`config.mk`:
```
export PLATFORM = sky130hd
export DESIGN_NAME = cobs_frame_encoder
export DESIGN_NICKNAME = d
export VERILOG_FILES = /design/src/hw/rtl/cfe_pkg.sv /design/src/hw/rtl/cfe_group_ram.sv /design/src/hw/rtl/cobs_frame_encoder.sv
export SDC_FILE = /design/constraint.sdc
export NUM_CORES = 1
export LEC_CHECK = 0
export BUFFER_PORTS_ARGS = -buffer_cell sky130_fd_sc_hd__buf_2
export CORE_AREA = 8 8 240 242
export CTS_CLUSTER_SIZE = 28
export DETAILED_ROUTE_END_ITERATION = 10
export DIE_AREA = 0 0 248 250
export GPL_ROUTABILITY_DRIVEN = 0
export SKIP_CTS_REPAIR_TIMING = 1
export SLEW_MARGIN = 20
export SYNTH_ARGS = -nofsm -noshare
export SYNTH_HDL_FRONTEND = slang
export SYNTH_SLANG_ARGS = --single-unit
```
`constraint.sdc`:
```
create_clock -name clk_i -period 9.1 [get_ports clk_i]
set_clock_uncertainty 0.15 [all_clocks]
set_input_delay 1.82 -clock clk_i [delete_from_list [all_inputs] [get_ports clk_i]]
set_output_delay 1.82 -clock clk_i [all_outputs]
set_load 0.005 [all_outputs]
```
`src/hw/rtl/cfe_pkg.sv`:
```
`default_nettype none

package cfe_pkg;

  localparam int unsigned BYTE_W = 8;

  localparam logic [BYTE_W-1:0] TERM_BYTE = 8'h00;

  localparam logic [BYTE_W-1:0] DELIM_RESET = 8'h00;

endpackage

`default_nettype wire

```
`src/hw/rtl/cfe_group_ram.sv`:
```
`default_nettype none

module cfe_group_ram
  import cfe_pkg::*;
#(
  parameter int unsigned Depth = 60,
  parameter int unsigned AddrW = 6
) (
  input  wire logic              clk_i,
  input  wire logic              we_i,
  input  wire logic [AddrW-1:0]  waddr_i,
  input  wire logic [BYTE_W-1:0] wdata_i,
  input  wire logic [AddrW-1:0]  raddr_i,
  output logic      [BYTE_W-1:0] rdata_o
);

  logic [BYTE_W-1:0] mem_q [Depth];

  always_ff @(posedge clk_i) begin
    if (we_i) begin
      mem_q[waddr_i] <= wdata_i;
    end
  end

  always_ff @(posedge clk_i) begin
    rdata_o <= mem_q[raddr_i];
  end

endmodule

`default_nettype wire

```
`src/hw/rtl/cobs_frame_encoder.sv`:
```
// COBS frame encoder, group bytes held in a one-port-write, one-port-read RAM.
// A buffered byte gives no output; a closed group of n bytes gives n + 1 output
// bytes, one per cycle while the output is not stalled by m_axis_tready, then the
// terminator if the message ended. The next request is taken once the last byte of
// the current one is in the output register. Reset (async, active low) clears all
// control state and sets the delimiter to 0x00; RAM contents are not cleared.
`default_nettype none

module cobs_frame_encoder
  import cfe_pkg::*;
#(
  parameter int unsigned MAX_LEN = 60
) (
  input  wire logic              clk_i,
  input  wire logic              rst_ni,
  // configuration: delimiter value
  input  wire logic              cfg_valid_i,
  output logic                   cfg_ready_o,
  input  wire logic [BYTE_W-1:0] cfg_data_i,
  // input stream
  input  wire logic              s_axis_tvalid_i,
  output logic                   s_axis_tready_o,
  input  wire logic [BYTE_W-1:0] s_axis_tdata_i,   // [7:0] data_byte
  input  wire logic              s_axis_tlast_i,
  // output stream
  output logic                   m_axis_tvalid_o,
  input  wire logic              m_axis_tready_i,
  output logic      [BYTE_W-1:0] m_axis_tdata_o,   // [7:0] out_byte
  output logic                   m_axis_tlast_o,
  output logic      [1:0]        m_axis_tuser_o    // [0] frame_end, [1] overflow
);

  localparam int unsigned CntW = $clog2(MAX_LEN + 1);
  localparam int unsigned IdxW = (MAX_LEN > 1) ? $clog2(MAX_LEN) : 1;
  localparam logic [CntW-1:0] MaxCnt = CntW'(MAX_LEN);

  typedef enum logic [2:0] {
    StIdle,
    StCode,
    StData,
    StTerm
  } state_e;

  state_e            state_q, state_d;
  logic [CntW-1:0]   gcnt_q, gcnt_d;
  logic [CntW-1:0]   msg_q, msg_d;
  logic [CntW-1:0]   len_q, len_d;
  logic [IdxW-1:0]   idx_q, idx_d;
  logic              ovf_q, ovf_d;
  logic              second_q, second_d;
  logic              final_q, final_d;
  logic [BYTE_W-1:0] delim_q;

  logic              out_valid_q;
  logic [BYTE_W-1:0] out_byte_q;
  logic              out_last_q;
  logic              out_fe_q;
  logic              out_ovf_q;

  logic              accept;
  logic              out_free;
  logic              out_load;
  logic [BYTE_W-1:0] load_byte;
  logic              load_last;
  logic              load_fe;
  logic              more;
  logic              last_el;
  logic              mem_we;
  logic [BYTE_W-1:0] mem_rdata;

  assign cfg_ready_o     = 1'b1;
  assign s_axis_tready_o = (state_q == StIdle);
  assign accept          = s_axis_tvalid_i & s_axis_tready_o;
  assign out_free        = ~out_valid_q | m_axis_tready_i;
  assign more            = second_q | final_q;
  assign last_el         = ((CntW'(idx_q) + CntW'(1)) == len_q);

  cfe_group_ram #(
    .Depth (MAX_LEN),
    .AddrW (IdxW)
  ) u_ram (
    .clk_i   (clk_i),
    .we_i    (mem_we),
    .waddr_i (gcnt_q[IdxW-1:0]),
    .wdata_i (s_axis_tdata_i),
    .raddr_i (idx_d),
    .rdata_o (mem_rdata)
  );

  always_comb begin
    state_d   = state_q;
    gcnt_d    = gcnt_q;
    msg_d     = msg_q;
    len_d     = len_q;
    idx_d     = idx_q;
    ovf_d     = ovf_q;
    second_d  = second_q;
    final_d   = final_q;
    mem_we    = 1'b0;
    out_load  = 1'b0;
    load_byte = TERM_BYTE;
    load_last = 1'b0;
    load_fe   = 1'b0;

    case (state_q)
      StIdle: begin
        if (accept) begin
          idx_d = '0;
          if (msg_q >= MaxCnt) begin
            ovf_d = 1'b1;
            if (s_axis_tlast_i) begin
              len_d    = gcnt_q;
              gcnt_d   = '0;
              final_d  = 1'b1;
              second_d = 1'b0;
              state_d  = StCode;
            end
          end else begin
            msg_d = msg_q + CntW'(1);
            if (s_axis_tdata_i == delim_q) begin
              len_d    = gcnt_q;
              gcnt_d   = '0;
              second_d = s_axis_tlast_i;
              final_d  = 1'b0;
              state_d  = StCode;
            end else begin
              mem_we = 1'b1;
              gcnt_d = gcnt_q + CntW'(1);
              if (s_axis_tlast_i) begin
                len_d    = gcnt_q + CntW'(1);
                gcnt_d   = '0;
                final_d  = 1'b1;
                second_d = 1'b0;
                state_d  = StCode;
              end
            end
          end
        end
      end

      StCode: begin
        if (out_free) begin
          out_load  = 1'b1;
          load_byte = BYTE_W'(len_q) + BYTE_W'(1);
          load_last = (len_q == '0) & ~more;
          idx_d     = '0;
          if (len_q != '0) begin
            state_d = StData;
          end else if (second_q) begin
            second_d = 1'b0;
            final_d  = 1'b1;
            len_d    = '0;
            state_d  = StCode;
          end else if (final_q) begin
            state_d = StTerm;
          end else begin
            state_d = StIdle;
          end
        end
      end

      StData: begin
        if (out_free) begin
          out_load  = 1'b1;
          load_byte = mem_rdata;
          load_last = last_el & ~more;
          idx_d     = last_el ? '0 : idx_q + IdxW'(1);
          if (last_el) begin
            if (second_q) begin
              second_d = 1'b0;
              final_d  = 1'b1;
              len_d    = '0;
              state_d  = StCode;
            end else if (final_q) begin
              state_d = StTerm;
            end else begin
              state_d = StIdle;
            end
          end
        end
      end

      StTerm: begin
        if (out_free) begin
          out_load  = 1'b1;
          load_byte = TERM_BYTE;
          load_last = 1'b1;
          load_fe   = 1'b1;
          msg_d     = '0;
          gcnt_d    = '0;
          ovf_d     = 1'b0;
          final_d   = 1'b0;
          state_d   = StIdle;
        end
      end

      default: begin
        state_d = StIdle;
      end
    endcase
  end

  always_ff @(posedge clk_i or negedge rst_ni) begin
    if (!rst_ni) begin
      state_q     <= StIdle;
      gcnt_q      <= '0;
      msg_q       <= '0;
      len_q       <= '0;
      idx_q       <= '0;
      ovf_q       <= 1'b0;
      second_q    <= 1'b0;
      final_q     <= 1'b0;
      delim_q     <= DELIM_RESET;
      out_valid_q <= 1'b0;
      out_byte_q  <= '0;
      out_last_q  <= 1'b0;
      out_fe_q    <= 1'b0;
      out_ovf_q   <= 1'b0;
    end else begin
      state_q  <= state_d;
      gcnt_q   <= gcnt_d;
      msg_q    <= msg_d;
      len_q    <= len_d;
      idx_q    <= idx_d;
      ovf_q    <= ovf_d;
      second_q <= second_d;
      final_q  <= final_d;
      if (cfg_valid_i) begin
        delim_q <= cfg_data_i;
      end
      if (out_load) begin
        out_valid_q <= 1'b1;
        out_byte_q  <= load_byte;
        out_last_q  <= load_last;
        out_fe_q    <= load_fe;
        out_ovf_q   <= ovf_q;
      end else if (m_axis_tready_i) begin
        out_valid_q <= 1'b0;
      end
    end
  end

  assign m_axis_tvalid_o = out_valid_q;
  assign m_axis_tdata_o  = out_byte_q;
  assign m_axis_tlast_o  = out_last_q;
  assign m_axis_tuser_o  = {out_ovf_q, out_fe_q};

endmodule

`default_nettype wire

```
==> metrics.md <==
| Metric | Value |
|---|---|
| Synth top area share | 0.646 |
| Slew Viols, Final | 0 |
| Later-pin clock latency in the skew report | 0.62 ns |
| Chip height | 250 um |
| Most frequent cells in the layout | edfxtp_1 (480), nand2_1 (256), nor2_1 (96), nand3_1 (76), and3_1 (71) |
| Largest net degree at the start of global routing | 130 |
| Share of cells above drive strength 1 | 0.125 |
| Total wire length | roughly 56,000 um |
| Post-Syn Area per Cell | around 14 um^2 |
| Netlist cell types | 67 |
| Pwr Total | a little under 7 mW |
| Pre-Repair DR Iteration Count | 5 |
| Sum Neg Setup Slack | 0 ns |
| PD cells | 275 nW/um^2 |
| Async set-reset flop share out of synthesis | 0.0929 |
| RSZ-0062 raised after global routing | false |
| Area growth syn-to-layout | 11.5% |
| Via/cell ratio | ~5.8 |
| Starting Density | 0.417 |
| Worst path bufs/invs | 4 |
| Relative slew slack | 0.277 |
| Crit Path Category | input pin to flip-flop |
| Inserted Clock Buffers | 54 |
| Top cells by area, synth | edfxtp_1 (65%), dfrtp_1 (5.6%), nand2_1 (4.3%) |
| Final core occ | 0.465 |
| CP top delay family | compound AO/OA/AOI/OAI gates |
| Dpl hpwl | between 30,000 and 40,000 um |
| Clk slew on worst S/H paths | around 0.060 ns |
| Critical path, cell by cell | buf_2, nor2b_1, a21oi_1, o21bai_2, nand2_2, buf_4, and2_4, inv_8, buf_12, a211oi_2, a31oi_1, a221oi_1, nand3_1, and3_1 |
| CP arrival | ~6.2 ns |
| Status | complete, no violations |
| Worst-Margin Slew | about 1.1 ns |
| DR WL/cell | between 20 and 25 um |
| Final Cycle Share | 0.637 |
| Synth Net Count | between 1,500 and 2,000 |
| Post-synthesis sequential area ratio | 0.709 |
| # port buffers | 34 |
| Area leader, netlist | edfxtp_1 |
| Post-route ant nets | 0 |
| Fillers | 4,659 |
| Vias in the first global route | 13,400 |
| Core area | between 50,000 and 60,000 um^2 |
| Most used flip-flop cell after synthesis | edfxtp_1 |
| Leakage power | around 8.3 nW |
| Root Driver | clkbuf_16 |
| Max-cap violations | 0 |
| Gr ovfl total | 0 |
| Yosys reg bits | between 500 and 600 |
| Crit path time final | approximately 5.8 ns |
| # setup viols final | 0 |
| Die width | 248 um |
| Mapped Cells | approximately 1,600 |
| Yosys warns | 0 |
| Post-DP Area | 23,100 um^2 |
| First-pass GRT wire length | around 84,000 um |
| Final hold vios | 0 |
| Die area | 62,000 um^2 |
| Critical Path RT | between 9 and 10 ns |
| Ant. Diodes | 0 |
| Initial antenna violation count | 0 |
| Residual DRC | 0 |
| # IOs | 36 |
| Standard-cell rows | 85 |
| Design Area, Final | roughly 25,000 um^2 |
| Overall Global Routing Usage | 0.177 |
| Clock sink total | between 500 and 600 |
| Crit path max fanout | 129 |
| Hold Path Class | flip-flop to flip-flop |
| Crit start category | input pin |
| Crit-path slowest cell | a221oi_1 |
| Initial DRC count | ~1,400 |
| Max VDD drop | 0.000159 V |
| Critical Path Max Stage Delay | about 0.67 ns |
| Fmax achieved | around 170 MHz |
| CTS tree | done |
| EDFF count, synth | 480 |
| WHS | approximately 0.36 ns |
| Via count | between 10,000 and 15,000 |
| Commonest non-fill, non-tap cell in the layout | edfxtp_1 |
| H-tree levels | 2 |
| Crit end category | flip-flop |
| Synth Cell Area | between 20,000 and 25,000 um^2 |
| CTS Buffer Depth | 3 |
| NumNets Final | between 1,500 and 2,000 |
==> worst paths after layout <==
kind | from | endpoint | slack, ns | depth (start not counted)
max | m_axis_tready_i | u_ram.rdata_o[4]$_DFF_P_ | 3.31 | 14
min | out_ovf_q$_DFFE_PN0P_ | out_ovf_q$_DFFE_PN0P_ | 0.36 | 1
max reg2reg | idx_q[0]$_DFF_PN0_ | u_ram.rdata_o[4]$_DFF_P_ | 3.39 | 14
min reg2reg | out_ovf_q$_DFFE_PN0P_ | out_ovf_q$_DFFE_PN0P_ | 0.36 | 1
max in group asynchronous | rst_ni | idx_q[3]$_DFF_PN0_ | 7.21 | 2
min in group asynchronous | rst_ni | msg_q[0]$_DFFE_PN0P_ | 1.17 | 2
==> synth_stat cells, types with 7 or more instances <==
cell	count
a211oi_1	56
nand4_1	7
a221oi_1	15
nand2_1	257
dfrtp_1	50
nand2b_1	7
xnor2_1	18
a31oi_1	62
and3_1	71
o41ai_1	8
buf_6	9
edfxtp_1	480
nor2_1	98
a211oi_2	9
xor2_1	8
or2_2	10
mux2i_1	49
a311oi_1	17
mux2_2	10
a21oi_1	28
nand3_1	76
nor3_1	7
buf_1	7
inv_1	10
dfxtp_1	8
o21ai_0	25
mux4_2	18
clkbuf_1	54
o22ai_1	23
o31ai_1	8
buf_2	34
==> registers in the layout (all words and copies together) (netlist names) <==
| name | count |
|---|---|
| delim_q | 8 |
| state_q | 3 |
| out_ovf_q | 1 |
| out_fe_q | 1 |
| m_axis_tdata_o | 8 |
| ovf_q | 1 |
| idx_q | 6 |
| len_q | 6 |
| u_ram.mem_q | 480 |
| second_q | 1 |
| u_ram.rdata_o | 8 |
| m_axis_tvalid_o | 1 |
| final_q | 1 |
| msg_q | 6 |
| gcnt_q | 6 |
| m_axis_tlast_o | 1 |
==> through the flow <==
stage / cells / setup slack, ns
finish: 2362 / 3.31
global route: 2362 / 3.14
CTS: 2362 / 3.44
detailed placement: 2260 / 2.81
global placement: 2260 / 2.83
floorplan: 1614 / 4.70
==> logic make-up after synthesis <==
logic type,count (synthesis),share of synthesized area
compound gates,281,0.0903
other cells,2,0.000336
fa+ha+maj,5,0.00280
xor+xnor,27,0.0113
buf+inv,123,0.0274
simple gates,561,0.114
mux,77,0.0452
flops,538,0.709
==> per-layer routing <==
metal / GRT usage / routed length, um / up-vias
met4: 0.0662 / 2080 / 0
met1: 0.237 / 23600 / 6906
met3: 0.0339 / 3720 / 110
met2: 0.284 / 26200 / 487
li1: - / - / 6164
met5: 0 / 0 / -
==> layout make-up <==
cell class                      instances  area (um^2)  share of cell area
Sequential cell                       538        15800               0.636
Multi-Input combinational cell        953         5940               0.239
Clock buffer                           71         1520              0.0611
Tap cell                              696          871              0.0350
Timing Repair Buffer                   60          378              0.0152
Clock inverter                         31          289              0.0116
Inverter                               13         56.3             0.00226
==> where the power goes <==
part           switching [mW]  internal (mW)
clock                   0.943           1.32
sequential             0.0950           2.77
combinational            1.12          0.595
total                    2.15           4.69
(Power assumes the default switching activity.)
